### src/sv/adf_pkg.sv
// ----------------------------------------------------------------------------
// adf_pkg
// Types and constants of the ADC average / deadband filter.
// ----------------------------------------------------------------------------
package adf_pkg;

  localparam int SAMPLE_BITS = 10;
  localparam int CHANNELS    = 4;
  localparam int HIST_DEPTH  = 4;                 // power of two
  localparam int HIST_SHIFT  = $clog2(HIST_DEPTH);
  localparam int SUM_BITS    = SAMPLE_BITS + HIST_SHIFT;
  localparam int SCAN_BITS   = CHANNELS * SAMPLE_BITS;
  localparam int TDATA_BITS  = ((SCAN_BITS + 7) / 8) * 8;

  typedef logic [SAMPLE_BITS-1:0] sample_t;
  typedef sample_t [CHANNELS-1:0] scan_t;
  typedef sample_t [HIST_DEPTH-1:0] hist_t;

  localparam sample_t DEADBAND_RESET = sample_t'(5);

endpackage

### src/sv/adf_tap_cell.sv
// ----------------------------------------------------------------------------
// adf_tap_cell
// One history tap: holds one scan and passes it on at each request.
// ----------------------------------------------------------------------------
module adf_tap_cell (
  input  logic          clk,
  input  logic          rst_n,
  input  logic          en,
  input  adf_pkg::scan_t d,
  output adf_pkg::scan_t q
);
  import adf_pkg::*;

  scan_t q_r;
  scan_t q_nxt;

  assign q_nxt = en ? d : q_r;

  always_ff @(posedge clk) begin
    if (!rst_n) begin
      q_r <= '0;
    end else begin
      q_r <= q_nxt;
    end
  end

  assign q = q_r;

endmodule

### src/sv/adf_hold_cell.sv
// ----------------------------------------------------------------------------
// adf_hold_cell
// Per-channel window average with deadband-held output register.
// ----------------------------------------------------------------------------
module adf_hold_cell (
  input  logic            clk,
  input  logic            rst_n,
  input  logic            en,
  input  adf_pkg::sample_t deadband,
  input  adf_pkg::hist_t   win,
  output adf_pkg::sample_t held
);
  import adf_pkg::*;

  logic [SUM_BITS-1:0] sum;
  sample_t             avg;
  sample_t             diff;
  sample_t             held_r;
  sample_t             held_nxt;

  always_comb begin
    sum = '0;
    for (int j = 0; j < HIST_DEPTH; j++) begin
      sum = sum + SUM_BITS'(win[j]);
    end
    avg  = sum[SUM_BITS-1:HIST_SHIFT];
    diff = (avg >= held_r) ? (avg - held_r) : (held_r - avg);
    held_nxt = held_r;
    // equal to the deadband keeps the old value
    if (en && (diff > deadband)) begin
      held_nxt = avg;
    end
  end

  always_ff @(posedge clk) begin
    if (!rst_n) begin
      held_r <= '0;
    end else begin
      held_r <= held_nxt;
    end
  end

  assign held = held_r;

endmodule

### src/sv/adc_average_deadband_filter_top.sv
// ----------------------------------------------------------------------------
// adc_average_deadband_filter_top
// Four-channel moving average over the last four scans, with a deadband hold.
// ----------------------------------------------------------------------------
// Usage:
//   in_*  : one request is one scan of four 10-bit samples (ch0 in low bits).
//   out_* : one request per scan, the four held values after that scan.
//   cfg_* : deadband write (10 bits), always ready; write only while idle.
// Result: registered, valid in the cycle after the scan is taken.
// Throughput: one scan per cycle unless a result stalls; the window add and
//   deadband compare of each channel are combinational, and the held
//   registers double as the output register.
// Stall: while a result waits with out_tready low, in_tready drops; a
//   result taken in the same cycle lets the next scan in.
// Reset: history taps and held values clear to zero, deadband returns to 5,
//   no result pending.
// Structure: a chain of tap cells carries past scans; one hold cell per
//   channel sums its window, averages and applies the deadband.
// ----------------------------------------------------------------------------
module adc_average_deadband_filter_top (
  input  logic                           clk,
  input  logic                           rst_n,
  // scan in
  input  logic                           in_tvalid,
  output logic                           in_tready,
  input  logic [adf_pkg::TDATA_BITS-1:0] in_tdata,   // sample_ch0..sample_ch3
  // result out
  output logic                           out_tvalid,
  input  logic                           out_tready,
  output logic [adf_pkg::TDATA_BITS-1:0] out_tdata,  // held_ch0..held_ch3
  // deadband register
  input  logic                           cfg_valid,
  output logic                           cfg_ready,
  input  logic [adf_pkg::SAMPLE_BITS-1:0] cfg_data   // deadband
);
  import adf_pkg::*;

  logic    accept;
  logic    out_valid_r;
  logic    out_valid_nxt;
  sample_t deadband_r;
  sample_t deadband_nxt;
  scan_t   new_scan;
  scan_t   tap_q [HIST_DEPTH-1];
  hist_t   win [CHANNELS];
  sample_t held [CHANNELS];
  logic [SCAN_BITS-1:0] held_flat;

  // single output stage: take a new scan when it is empty or draining
  assign in_tready = !out_valid_r || out_tready;
  assign accept    = in_tvalid && in_tready;
  assign cfg_ready = 1'b1;

  always_comb begin
    for (int ch = 0; ch < CHANNELS; ch++) begin
      new_scan[ch] = in_tdata[ch*SAMPLE_BITS +: SAMPLE_BITS];
    end
  end

  // tap chain: newest scan enters tap 0, older scans move one tap down
  for (genvar k = 0; k < HIST_DEPTH - 1; k++) begin : g_tap
    if (k == 0) begin : g_head
      adf_tap_cell u_tap (
        .clk   (clk),
        .rst_n (rst_n),
        .en    (accept),
        .d     (new_scan),
        .q     (tap_q[k])
      );
    end else begin : g_body
      adf_tap_cell u_tap (
        .clk   (clk),
        .rst_n (rst_n),
        .en    (accept),
        .d     (tap_q[k-1]),
        .q     (tap_q[k])
      );
    end
  end

  // window = incoming sample plus the three most recent stored ones
  always_comb begin
    for (int ch = 0; ch < CHANNELS; ch++) begin
      win[ch][0] = new_scan[ch];
      for (int j = 1; j < HIST_DEPTH; j++) begin
        win[ch][j] = tap_q[j-1][ch];
      end
    end
  end

  for (genvar ch = 0; ch < CHANNELS; ch++) begin : g_hold
    adf_hold_cell u_hold (
      .clk      (clk),
      .rst_n    (rst_n),
      .en       (accept),
      .deadband (deadband_r),
      .win      (win[ch]),
      .held     (held[ch])
    );
  end

  always_comb begin
    deadband_nxt = (cfg_valid && cfg_ready) ? cfg_data : deadband_r;
    if (accept) begin
      out_valid_nxt = 1'b1;
    end else if (out_tready) begin
      out_valid_nxt = 1'b0;
    end else begin
      out_valid_nxt = out_valid_r;
    end
  end

  always_ff @(posedge clk) begin
    if (!rst_n) begin
      out_valid_r <= 1'b0;
      deadband_r  <= DEADBAND_RESET;
    end else begin
      out_valid_r <= out_valid_nxt;
      deadband_r  <= deadband_nxt;
    end
  end

  always_comb begin
    for (int ch = 0; ch < CHANNELS; ch++) begin
      held_flat[ch*SAMPLE_BITS +: SAMPLE_BITS] = held[ch];
    end
  end

  assign out_tvalid = out_valid_r;
  assign out_tdata  = TDATA_BITS'(held_flat);

endmodule

### config.mk
export PLATFORM = sky130hd
export DESIGN_NAME = adc_average_deadband_filter_top
export DESIGN_NICKNAME = d
export VERILOG_FILES = /design/src/sv/adf_pkg.sv /design/src/sv/adf_tap_cell.sv /design/src/sv/adf_hold_cell.sv /design/src/sv/adc_average_deadband_filter_top.sv
export SDC_FILE = /design/constraint.sdc
export NUM_CORES = 1
export LEC_CHECK = 0
export ABC_CLOCK_PERIOD_IN_PS = 7700
export BUFFER_PORTS_ARGS = -buffer_cell sky130_fd_sc_hd__clkbuf_2
export CORE_ASPECT_RATIO = 2
export CORE_MARGIN = 2
export CORE_UTILIZATION = 45
export DETAILED_ROUTE_END_ITERATION = 7
export PLACE_DENSITY = 0.66
export SYNTH_ARGS = -nofsm -noshare
export SYNTH_HDL_FRONTEND = slang
export SYNTH_SLANG_ARGS = --single-unit
### constraint.sdc
create_clock -name clk -period 7.7 [get_ports clk]
set_input_delay 0.77 -clock clk [delete_from_list [all_inputs] [get_ports clk]]
set_output_delay 0.77 -clock clk [all_outputs]
set_load 0.02 [all_outputs]
== Yosys cells after proc, flatten, opt, wreduce, memory -nomap -nowiden ==
Index checks and enable logic that the tools add are counted.

* Bits in registers: 171
* Bits of input ports: 55
* Output and inout bits: 43
* Word-level logic and storage cells: 60

* $add $sub $neg: 20
* Magnitude comparators: 8
* Multiplexer cells: 6
* Reduce and logical (&&, ||, !) cells: 8

{| class="wikitable"
|+ Operators by type and width
! operator !! count
|-
| $add A12 B10 Y12 || 8
|-
| $sub A10 B10 Y10 || 8
|-
| $add A10 B10 Y11 || 4
|-
| $ge A10 B10 Y1 || 4
|-
| $gt A10 B10 Y1 || 4
|-
| $mux W10 || 4
|-
| $logic_and A1 B1 Y1 || 5
|-
| $mux W1 || 2
|-
| $reduce_bool A2 Y1 || 1
|-
| $logic_not A1 Y1 || 1
|-
| $logic_or A1 B1 Y1 || 1
|}

== Logic depth before layout (Yosys ltp) ==
Gate-level depths: netlist (run 1).

* Depth after elaboration: 7
* Mapped depth: 33
* Gate-level depth less buffers: 30

== By module ==
From an unflattened synthesis (run 1), not the netlist that was laid out.

* Cells, all modules: 1747
* Area, all modules: 15499.9 µm²

{| class="wikitable"
|+ Modules (own cells, without submodules)
! module !! times used !! cells each !! area an instance (µm²) !! seq. area each (µm²)
|-
| adf_tap_cell || 3 || 129 || 1557.7 || 800.8
|-
| adf_hold_cell (g_hold[0].u_hold) || 1 || 340 || 2686.3 || 200.2
|-
| adf_hold_cell (g_hold[2].u_hold) || 1 || 330 || 2620.0 || 200.2
|-
| adf_hold_cell (g_hold[1].u_hold) || 1 || 329 || 2601.2 || 200.2
|-
| adf_hold_cell (g_hold[3].u_hold) || 1 || 322 || 2491.1 || 200.2
|-
| adc_average_deadband_filter_top || 1 || 39 || 427.9 || 220.2
|}

== Worst setup path after synthesis (run 1) ==
OpenSTA, ideal clock, no wires.

* Path type: input to register
* Start: in in_tdata[10] (netlist name)
* End: reg g_hold[1].u_hold.held_r[4]
* Data arrival time: 7.136 ns
* Data required time: 7.572 ns
* Slack: 0.436 ns
* Cell stages on the path: 31
* Buffers on the path: 2
* Path through: ha_1 -> fa_1 -> a21o_1 -> a21oi_1 -> nor2b_1 -> o21a_1 -> nor2_1 -> xor2_1 -> fa_1 -> inv_1 -> ha_1 -> and3_1 -> a2111oi_1 -> a21oi_1 -> xor2_1 -> ha_1 -> nand2_1 -> nor3_1 -> nor3_1 -> a211o_1 -> buf_2 -> mux2i_1 -> xor2_1 -> ha_1 -> and3_1 -> a221o_1 -> a221o_1 -> nand2_1 -> buf_4 -> mux2i_1 -> nor2_1

* Cells in the longest elaborated chain, start to end: 7

{| class="wikitable"
|+ RTL lines
! what !! line !! RTL
|-
| start, declared || adc_average_deadband_filter_top.sv:26 || <nowiki>input logic [adf_pkg::TDATA_BITS-1:0] in_tdata,</nowiki>
|-
| $add A10 B10 Y11 (*) || adf_hold_cell.sv:24 || <nowiki>sum = sum + SUM_BITS'(win[j]);</nowiki>
|-
| $add A12 B10 Y12 (*) (2 in series) || adf_hold_cell.sv:24 ||
|-
| via g_hold[1].u_hold.sum[9] || adf_hold_cell.sv:15 || <nowiki>logic [SUM_BITS-1:0] sum;</nowiki>
|-
| $sub A10 B10 Y10 or $ge A10 B10 Y1 (tied branches) || adf_hold_cell.sv:27 || <nowiki>diff = (avg >= held_r) ? (avg - held_r) : (held_r - avg);</nowiki>
|-
| $mux W10 (*) || adf_hold_cell.sv:27 ||
|-
| $gt A10 B10 Y1 (*) || adf_hold_cell.sv:30 || <nowiki>if (en && (diff > deadband)) begin</nowiki>
|-
| $logic_and A1 B1 Y1 (*) || adf_hold_cell.sv:30 ||
|-
| end signal, assigned || adf_hold_cell.sv:39 || <nowiki>held_r <= held_nxt;</nowiki>
|-
| end, declared || adf_hold_cell.sv:18 || <nowiki>sample_t held_r;</nowiki>
|}

The timed path passes the listed nets; every way through them passes the cells marked *.
A chain may end at the register's enable or synchronous reset.

== Worst setup path in the final report (run 1) ==
* Start: in in_tdata[30] (netlist name)
* End: reg g_hold[3].u_hold.held_r[2]

* Cells in the longest elaborated chain, start to end: 7

{| class="wikitable"
|+ RTL lines
! what !! line
|-
| $add A10 B10 Y11 (*) || adf_hold_cell.sv:24
|-
| $add A12 B10 Y12 (*) (2 in series) || adf_hold_cell.sv:24
|-
| via g_hold[3].u_hold.sum[7] || adf_hold_cell.sv:15
|-
| $sub A10 B10 Y10 or $ge A10 B10 Y1 (tied branches) || adf_hold_cell.sv:27
|-
| $mux W10 (*) || adf_hold_cell.sv:27
|-
| $gt A10 B10 Y1 (*) || adf_hold_cell.sv:30
|-
| $logic_and A1 B1 Y1 (*) || adf_hold_cell.sv:30
|-
| end signal, assigned || adf_hold_cell.sv:39
|-
| end, declared || adf_hold_cell.sv:18
|}

Marked as above.

==> results of run 1 <==
==> cell families (layout without fill, tap and decap cells) <==
logic type      Yosys count  in the layout  synth area share (%)
buf+inv                 311            418                  8.23
other cells               1              1                0.0254
fa+ha+maj               252            252                  24.0
xor+xnor                 88             88                  5.22
flops                   171            171                  23.2
mux                      65             65                  4.41
simple gates            564            564                  16.7
compound gates          432            432                  18.2
==> sequential cells by signal, indices dropped and copies added (netlist names) <==
register	count
deadband_r	10
g_hold.u_hold.held	40
g_tap.g_body.u_tap.q	80
g_tap.g_head.u_tap.q	40
out_tvalid	1
==> report_power, final <==
| part | leakage [nW] | internal [mW] | switching [mW] |
|---|---|---|---|
| logic | 6.01 | 1.66 | 2.18 |
| clock network | 0.287 | 0.474 | 0.417 |
| registers | 1.40 | 0.990 | 0.114 |
==> timing repair <==
action	in CTS	in global routing
resized for setup	0	16
setup endpoints to repair	0	40
buffers inserted	0	3
==> Yosys cell counts (6+ instances only) <==
cell type,n
nand2_1,305
inv_1,240
a21oi_1,212
ha_1,200
dfxtp_1,171
nor2_1,108
mux2i_1,65
xor2_1,55
fa_1,52
clkbuf_1,48
o21ai_0,42
a21o_1,37
nor3_1,36
xnor2_1,33
nor2b_1,22
nand3_1,19
a211oi_1,17
o21a_1,16
buf_2,15
nand2b_1,13
and2_1,12
o211ai_1,11
and3_1,10
a31o_2,9
nand3b_1,8
nand4_1,8
o41ai_1,8
o21ai_1,7
a2111oi_0,6
a211o_1,6
a221oi_1,6
a31oi_1,6
o22ai_1,6
==> metrics by stage <==
step	instances	power, mW
6_report	2418	5.84
5_1_grt	2418	6.37
4_1_cts	2415	5.81
3_5_place_dp	2383	4.89
3_3_place_gp	2383	4.79
2_1_floorplan	1884	3.88
==> metal layers <==
layer	vias up	wire length (microns)
met2	272	19600
met5	-	0
met3	86	1070
li1	6507	-
met1	6019	14600
met4	0	1620
==> worst paths after layout <==
path	slack (ns)	endpoint	depth (start not counted)	start
worst min register to register	0.45	g_tap[2].g_body.u_tap.q[22]	2	g_tap[2].g_body.u_tap.q[22]
worst min-delay path	0.45	g_tap[2].g_body.u_tap.q[22]	2	g_tap[2].g_body.u_tap.q[22]
worst max-delay path	0.43	g_hold[3].u_hold.held[2]	31	in_tdata[30]
worst max register to register	0.52	g_hold[3].u_hold.held[2]	30	g_tap[0].g_head.u_tap.q[30]
==> critical path: cells and delay by family <==
| family | cells | cell delay (ns) |
|---|---|---|
| buffers and inverters | 5 | 0.63 |
| adder cells (fa/ha/maj) | 6 | 2.03 |
| multiplexers | 2 | 0.36 |
| AO/OA/AOI/OAI | 9 | 2.42 |
| AND/OR/NAND/NOR | 6 | 0.90 |
| XOR/XNOR | 3 | 0.44 |
==> layout make-up <==
| cell class | count | area share (%) |
|---|---|---|
| multi-input cells | 1402 | 61.8 |
| flip-flops and latches | 171 | 20.7 |
| inverters | 240 | 5.46 |
| repair buffers | 146 | 5.30 |
| well taps | 427 | 3.23 |
| clock buffers | 20 | 2.76 |
| clock inverters | 12 | 0.764 |
==> out/results.ini, run 1 <==
[grt]
antenna_found_initial = 0
grt_pass1_vias = 12578
use_met2_pct = 41.0
grt_pass1_wl_mm = 60.7
met1_usage_pct = 23.2
grt_max_degree = 97
busiest_layer = met2
grt_overflow = 0
grt_util_all_layers_pct = 21.6
gr-usage-met3_pct = 3.18

[clocking]
cts_tree = yes
hold_buffers = 0
clockBufferDepth = 2
clockRootBuffer = clkbuf_16
clock-sinks = 171
clock_latency_ns = 0.46
clk_pin_slew_worst_paths_ns = 0.07
h-tree-depth = 4
cts_buffers = 17

[timing]
worst_slack_ns = 0.432
tightest_slew_ns = 1.07
post-route-period-util_pct = 94.4
hold_viol_final = 0
setup-tns-final_ns = 0
rsz0062_at_grt = false
hold_ws_ns = 0.453
slew_viol_final = 0
slew_headroom_pct = 28.8
setup_viol_count_final = 0
fmax_mhz = 138
skew_ns = 0.00979
period_needed_ns = 7.27

[yosys]
syn_avg_cell_area_sq_um = 7.83
synth_top_area_share_pct = 23.2
yosysWarnings = 0
ys_top_cells_by_area = dfxtp_1 23%, ha_1 17%, nand2_1 7.8%
netlist_area_sq_um = 14800
synth-seq-area-share_pct = 23.2
synthDistinctLibCells = 69
synth_edf_count = 0
ys_seq_elements = 171
yosys.area.top_type = dfxtp_1
synth-main-ff-cell = dfxtp_1
synthArstFlopShare_pct = 0
synth_nets = 2191
synthCells = 1884

[die]
rows = 93
die_x_microns = 132
start_util_pct = 45.8
die_area_sq_um = 34400
core_area_sq_um = 32200
num_io_pins = 98
die_y_microns = 260

[worst_setup_path]
start_kind = input pin
cp_max_fo = 12
critPathMaxStageDelay_ns = 0.54
critPathMostFrequentCell = ha_1
critical_path_class = in -> reg
crit_path_top_delay_cell = fa_1
cp.arrival_ns = 7.58
crit_required_ns = 8.01
endpoint_kind = flip-flop

[power]
power_density_nw_per_um2 = 353
vdd_drop_max_mv = 0.213
p_leak_nw = 7.69

[final_layout]
fin_area_sq_um = 16500
antenna_cells = 0
drive_gt1_share_pct = 10.7
final_cell_mix = 304 x nand2_1, 239 x inv_1, 210 x a21oi_1
layout_commonest_cell = nand2_1
n_fill_cell = 3204
post-route-util_pct = 51.3
final_nets = 2285
seq_area_sq_um = 3420
area_delta_synth_final_pct = 12.0
multiInputGateArea_sq_um = 10200

[route]
firstDrtPassIters = 5
postRouteAntennaNets = 0
num_vias = 12884
drtIter0Drc = 513
routed_wl_mm = 36.9
drcViolationCount = 0
viasPerCell = 5.33
wl_per_cell_microns = 15.3

[status]
status = finished clean

[hold_path]
min_path_type = reg -> reg

[placement]
dp_slack_ns = -0.214
place.gp.congestion = 0.913
placed_cell_area_sq_um = 15800
dp_hpwl_mm = 28.8
io_buffers = 96

[run]
max-cap-violations = 0

(Power assumes the default switching activity.)
==> run 2: changes to the inputs <==
--- a/config.mk
+++ b/config.mk
@@ -9,9 +9,9 @@
 export BUFFER_PORTS_ARGS = -buffer_cell sky130_fd_sc_hd__clkbuf_2
 export CORE_ASPECT_RATIO = 2
 export CORE_MARGIN = 2
-export CORE_UTILIZATION = 45
+export CORE_UTILIZATION = 40
 export DETAILED_ROUTE_END_ITERATION = 7
-export PLACE_DENSITY = 0.66
+export PLACE_DENSITY = 0.6
 export SYNTH_ARGS = -nofsm -noshare
 export SYNTH_HDL_FRONTEND = slang
 export SYNTH_SLANG_ARGS = --single-unit
==> out/results.ini, run 2 (same netlist as run 1, synthesis figures left out) <==
[placement]
placed_cell_area_sq_um = 16000  ; +1.2%
place.gp.congestion = 0.916  ; +0.37%
dpl.cell_count = 2430  ; +2.0%
dp_slack_ns = -0.380  ; -0.166 ns
io_buffers = 96  ; unchanged
dp_hpwl_mm = 30.6  ; +6.3%

[die]
die_y_microns = 276  ; +6.0%
die_x_microns = 140  ; +5.9%
rows = 99  ; +6.5%
core_area_sq_um = 36400  ; +13%
num_io_pins = 98  ; unchanged
die_area_sq_um = 38500  ; +12%
start_util_pct = 40.5  ; -5.3 points

[route]
drtIter0Drc = 446  ; -13%
routed_wl_mm = 38.7  ; +4.9%
firstDrtPassIters = 5  ; unchanged
num_vias = 12835  ; -0.38%
postRouteAntennaNets = 0  ; unchanged
wl_per_cell_microns = 15.7  ; +3.1%
drcViolationCount = 0  ; unchanged
viasPerCell = 5.21  ; -2.2%

[worst_setup_path]
cp_num_buf_inv = 3  ; -2
crit_path_top_delay_cell = a211o_2
critical_path_class = in -> reg
cp.arrival_ns = 7.56  ; -0.02 ns
cp_max_fo = 13  ; +1
start_kind = input pin
critPathMostFrequentCell = ha_1
critPathMaxStageDelay_ns = 0.44  ; -0.10 ns
endpoint_kind = flip-flop
crit_family = compound AO/OA/AOI/OAI gates
crit_required_ns = 8.02  ; about the same

[clocking]
clock_latency_ns = 0.46  ; about the same
clock-sinks = 171  ; unchanged
clockRootBuffer = clkbuf_16
clk_pin_slew_worst_paths_ns = 0.08  ; about the same
cts_resized = 0  ; unchanged
cts_setup_buffers = 0  ; unchanged
h-tree-depth = 4  ; unchanged
hold_buffers = 0  ; unchanged
clockBufferDepth = 2  ; unchanged
cts_buffers = 17  ; unchanged
cts_tree = yes

[final_layout]
final_cell_mix = 304 x nand2_1, 239 x inv_1, 210 x a21oi_1
drive_gt1_share_pct = 11.8  ; +1.1 points
final_nets = 2302  ; +0.74%
post-route-util_pct = 45.9  ; -5.4 points
area_delta_synth_final_pct = 13.2
layout.cells.non_filler = 2462  ; +1.8%
layout_commonest_cell = nand2_1
largest_reg_flops = 80  ; unchanged
fin_area_sq_um = 16700  ; +1.1%
antenna_cells = 0  ; unchanged

[hold_path]
min_path_type = reg -> reg

[grt]
grt_pass1_wl_mm = 63.1  ; +3.9%
grt_pass1_vias = 12769  ; +1.5%
grt_max_degree = 81  ; -16%
grt_util_all_layers_pct = 20.2  ; -1.4 points
grt_overflow = 0  ; unchanged
antenna_found_initial = 0  ; unchanged

[timing]
slew_viol_final = 0  ; unchanged
setup_viol_count_final = 0  ; unchanged
period_needed_ns = 7.25  ; -0.0228 ns
post-route-period-util_pct = 94.1  ; -0.30 points
slew_headroom_pct = 41.6  ; +13 points
hold_ws_ns = 0.456  ; +0.00382 ns
worst_slack_ns = 0.455  ; +0.0228 ns
tightest_slew_ns = 0.877  ; -0.191 ns
skew_ns = 0.0118  ; +0.00198 ns
fmax_mhz = 138  ; +0.31%
hold_viol_final = 0  ; unchanged

[power]
p_leak_nw = 7.78  ; +1.1%
power_density_nw_per_um2 = 354  ; +0.26%
vdd_drop_max_mv = 0.230  ; +7.7%

[status]
status = finished clean

[run]
max-cap-violations = 0  ; unchanged

-- run 2: area by class of cell --
class                   count  area [sq um]
clock buffers              18           439
clock inverters            14           153
repair buffers            163          1010
well taps                 454           568
inverters                 240           903
multi-input cells        1402         10200
fillers                  3744         19700
flip-flops and latches    171          3420
-- run 2: path summary, 6_finish.rpt --
path	startpoint	endpoint	slack, ns	depth (start not counted)
max	in_tdata[10]	g_hold[1].u_hold.held[4]	0.45	31
max reg2reg	g_tap[0].g_head.u_tap.q[10]	g_hold[1].u_hold.held[4]	0.55	30
min reg2reg	g_tap[2].g_body.u_tap.q[33]	g_tap[2].g_body.u_tap.q[33]	0.46	2
min	g_tap[2].g_body.u_tap.q[33]	g_tap[2].g_body.u_tap.q[33]	0.46	2
-- run 2: where the power goes --
group / internal (mW) / switching (mW)
Combinational: 1.73 / 2.19
Sequential: 0.990 / 0.118
Clock: 0.469 / 0.427
Total: 3.19 / 2.73
-- run 2: worst min-delay path, stage by stage, from the launching register on --
cell     delay (ns)
dfxtp_1        0.31
nand2_1        0.05
a21oi_1        0.05
-- run 2: through the flow --
| stage | power (mW) | TNS (ns) |
|---|---|---|
| CTS | 5.93 | 0 |
| detailed placement | 5.01 | -6.91 |
| finish | 5.92 | 0 |
| global placement | 4.94 | -5.29 |
| floorplan | 3.88 | 0 |
| global route | 6.46 | -0.00933 |
-- run 2: routing by layer --
layer / part of all wire, % / up-vias / track usage (%)
met5: 0 / - / 0
met4: 3.5 / 0 / 8.34
met3: 2.5 / 69 / 2.34
met2: 55 / 192 / 39.9
met1: 39 / 6027 / 21.4
li1: - / 6547 / -
==> run 3: changes to the inputs <==
--- a/config.mk
+++ b/config.mk
@@ -5,7 +5,7 @@
 export SDC_FILE = /design/constraint.sdc
 export NUM_CORES = 1
 export LEC_CHECK = 0
-export ABC_CLOCK_PERIOD_IN_PS = 7700
+export ABC_CLOCK_PERIOD_IN_PS = 6100
 export BUFFER_PORTS_ARGS = -buffer_cell sky130_fd_sc_hd__clkbuf_2
 export CORE_ASPECT_RATIO = 2
 export CORE_MARGIN = 2
==> constraint.sdc (replaced) <==
create_clock -name clk -period 6.1 [get_ports clk]
set_input_delay 0.61 -clock clk [delete_from_list [all_inputs] [get_ports clk]]
set_output_delay 0.61 -clock clk [all_outputs]
set_load 0.02 [all_outputs]
==> out/results.ini, run 3 (same netlist as run 1, synthesis figures left out) <==
[status]
status = finished with violations
violations = negative setup slack

[worst_setup_path]
cp.arrival_ns = 6.90  ; -0.66 ns
critPathMostFrequentCell = buf_4
critical_path_class = reg -> reg
endpoint_kind = flip-flop
critPathMaxStageDelay_ns = 0.43  ; about the same
crit_path_top_delay_cell = fa_1
start_kind = flip-flop
crit_required_ns = 6.40  ; -1.62 ns
cp_max_fo = 6  ; -7

[final_layout]
drive_gt1_share_pct = 28.8  ; +17 points
n_fill_cell = 3488  ; -6.8%
final_cell_mix = 366 x buf_4, 301 x nand2_1, 229 x inv_1
final_nets = 2613  ; +14%
fin_area_sq_um = 19900  ; +19%
layout.cells.non_filler = 2771  ; +13%
antenna_cells = 0  ; unchanged
area_delta_synth_final_pct = 34.5
largest_reg_flops = 80  ; unchanged
layout_commonest_cell = buf_4

[route]
routed_wl_mm = 41.7  ; +7.6%
wl_per_cell_microns = 15.0  ; -4.4%
drtIter0Drc = 510  ; +14%
postRouteAntennaNets = 0  ; unchanged
drcViolationCount = 0  ; unchanged
num_vias = 14122  ; +10%
firstDrtPassIters = 5  ; unchanged
viasPerCell = 5.10  ; -2.2%

[timing]
fmax_mhz = 152
slew_viol_final = 0  ; unchanged
hold_viol_final = 0  ; unchanged
rsz0062_at_grt = true
period_needed_ns = 6.60
worst_slack_ns = -0.500  ; -0.955 ns
setup_viol_count_final = 40  ; +40
skew_ns = 0.0202  ; +0.00844 ns
post-route-period-util_pct = 108
slew_headroom_pct = 38.4  ; -3.1 points
setup-tns-final_ns = -12.66  ; -12.66 ns
tightest_slew_ns = 0.924  ; +0.0472 ns

[clocking]
cts_buffers = 17  ; unchanged
clock_latency_ns = 0.45  ; about the same
clk_pin_slew_worst_paths_ns = 0.07  ; about the same
clock-sinks = 171  ; unchanged
cts_tree = yes
clockRootBuffer = clkbuf_16
h-tree-depth = 4  ; unchanged
clockBufferDepth = 2  ; unchanged

[placement]
dp_hpwl_mm = 32.7  ; +6.6%
dp_slack_ns = -1.22  ; -0.836 ns
place.gp.congestion = 0.901  ; -1.6%
dpl.cell_count = 2704  ; +11%
io_buffers = 96  ; unchanged
placed_cell_area_sq_um = 18500  ; +15%

[grt]
grt_max_degree = 79  ; -2.5%
antenna_found_initial = 0  ; unchanged
grt_pass1_wl_mm = 67.0  ; +6.3%
grt_overflow = 0  ; unchanged
grt_util_all_layers_pct = 21.4  ; +1.2 points
grt_pass1_vias = 14362  ; +12%

[die]
core_area_sq_um = 36400  ; unchanged
die_y_microns = 276  ; unchanged
die_area_sq_um = 38500  ; unchanged
num_io_pins = 98  ; unchanged
rows = 99  ; unchanged
start_util_pct = 40.5  ; unchanged
die_x_microns = 140  ; unchanged

[hold_path]
min_path_type = in -> reg

[run]
max-cap-violations = 0  ; unchanged

[power]
p_leak_nw = 9.46  ; +22%
vdd_drop_max_mv = 0.360  ; +57%
power_density_nw_per_um2 = 452  ; +28%

==> run 3: stage by stage <==
| step | util [%] | power [mW] | hold WS (ns) |
|---|---|---|---|
| 3_5_place_dp | 50.7 | 7.17 | 0.446 |
| 3_3_place_gp | 50.7 | 7.03 | 0.441 |
| 5_1_grt | 54.5 | 9.71 | 0.387 |
| 2_1_floorplan | - | 5.15 | 0.436 |
| 4_1_cts | 53.6 | 8.76 | 0.368 |
| 6_report | 54.5 | 8.97 | 0.387 |
==> run 3: final cells by class <==
cell class	count	area (sq um)	share of cell area [%]
Clock inverter	11	136	0.687
Timing Repair Buffer	474	3410	17.2
Inverter	240	906	4.56
Tap cell	454	568	2.86
Sequential cell	171	3430	17.3
Multi-Input combinational cell	1402	11000	55.2
Clock buffer	19	443	2.23
==> run 3: path summary, 6_finish.rpt <==
path	start	to	slack, ns	cells after the start
max	g_tap[0].g_head.u_tap.q[0]	g_hold[0].u_hold.held[4]	-0.50	33
min	cfg_data[0]	deadband_r[0]	0.39	3
max reg2reg	g_tap[0].g_head.u_tap.q[0]	g_hold[0].u_hold.held[4]	-0.50	33
min reg2reg	g_tap[2].g_body.u_tap.q[24]	g_tap[2].g_body.u_tap.q[24]	0.45	2
==> run 3: metal layers <==
layer  vias to the layer above  part of all wire (%)  global-route usage (%)
met2                       225                    54                    41.3
met1                      6618                    38                    21.6
met5                         -                     0                       0
met3                       103                   2.2                    2.59
met4                         0                   5.5                    13.1
li1                       7176                     -                       -
==> run 3: what timing repair did <==
item                       CTS  global route
pin swaps                   51            31
resized for setup           58            55
buffers inserted            19            16
gates cloned                 3             0
setup endpoints to repair   40            40
hold buffers                 0             0
==> run 3: power breakdown <==
part           internal [mW]  switching [mW]
sequential              1.25           0.151
combinational           3.20            3.24
clock                  0.617           0.508
total                   5.07            3.90
==> run 3: worst max-delay path: cells and delay by family (launching register included) <==
| family | cells | cell delay (ns) |
|---|---|---|
| multiplexers | 2 | 0.39 |
| flip-flops | 1 | 0.34 |
| XOR/XNOR | 3 | 0.58 |
| AO/OA/AOI/OAI | 9 | 2.07 |
| adder cells (fa/ha/maj) | 6 | 1.65 |
| AND/OR/NAND/NOR | 3 | 0.27 |
| buffers and inverters | 10 | 1.16 |
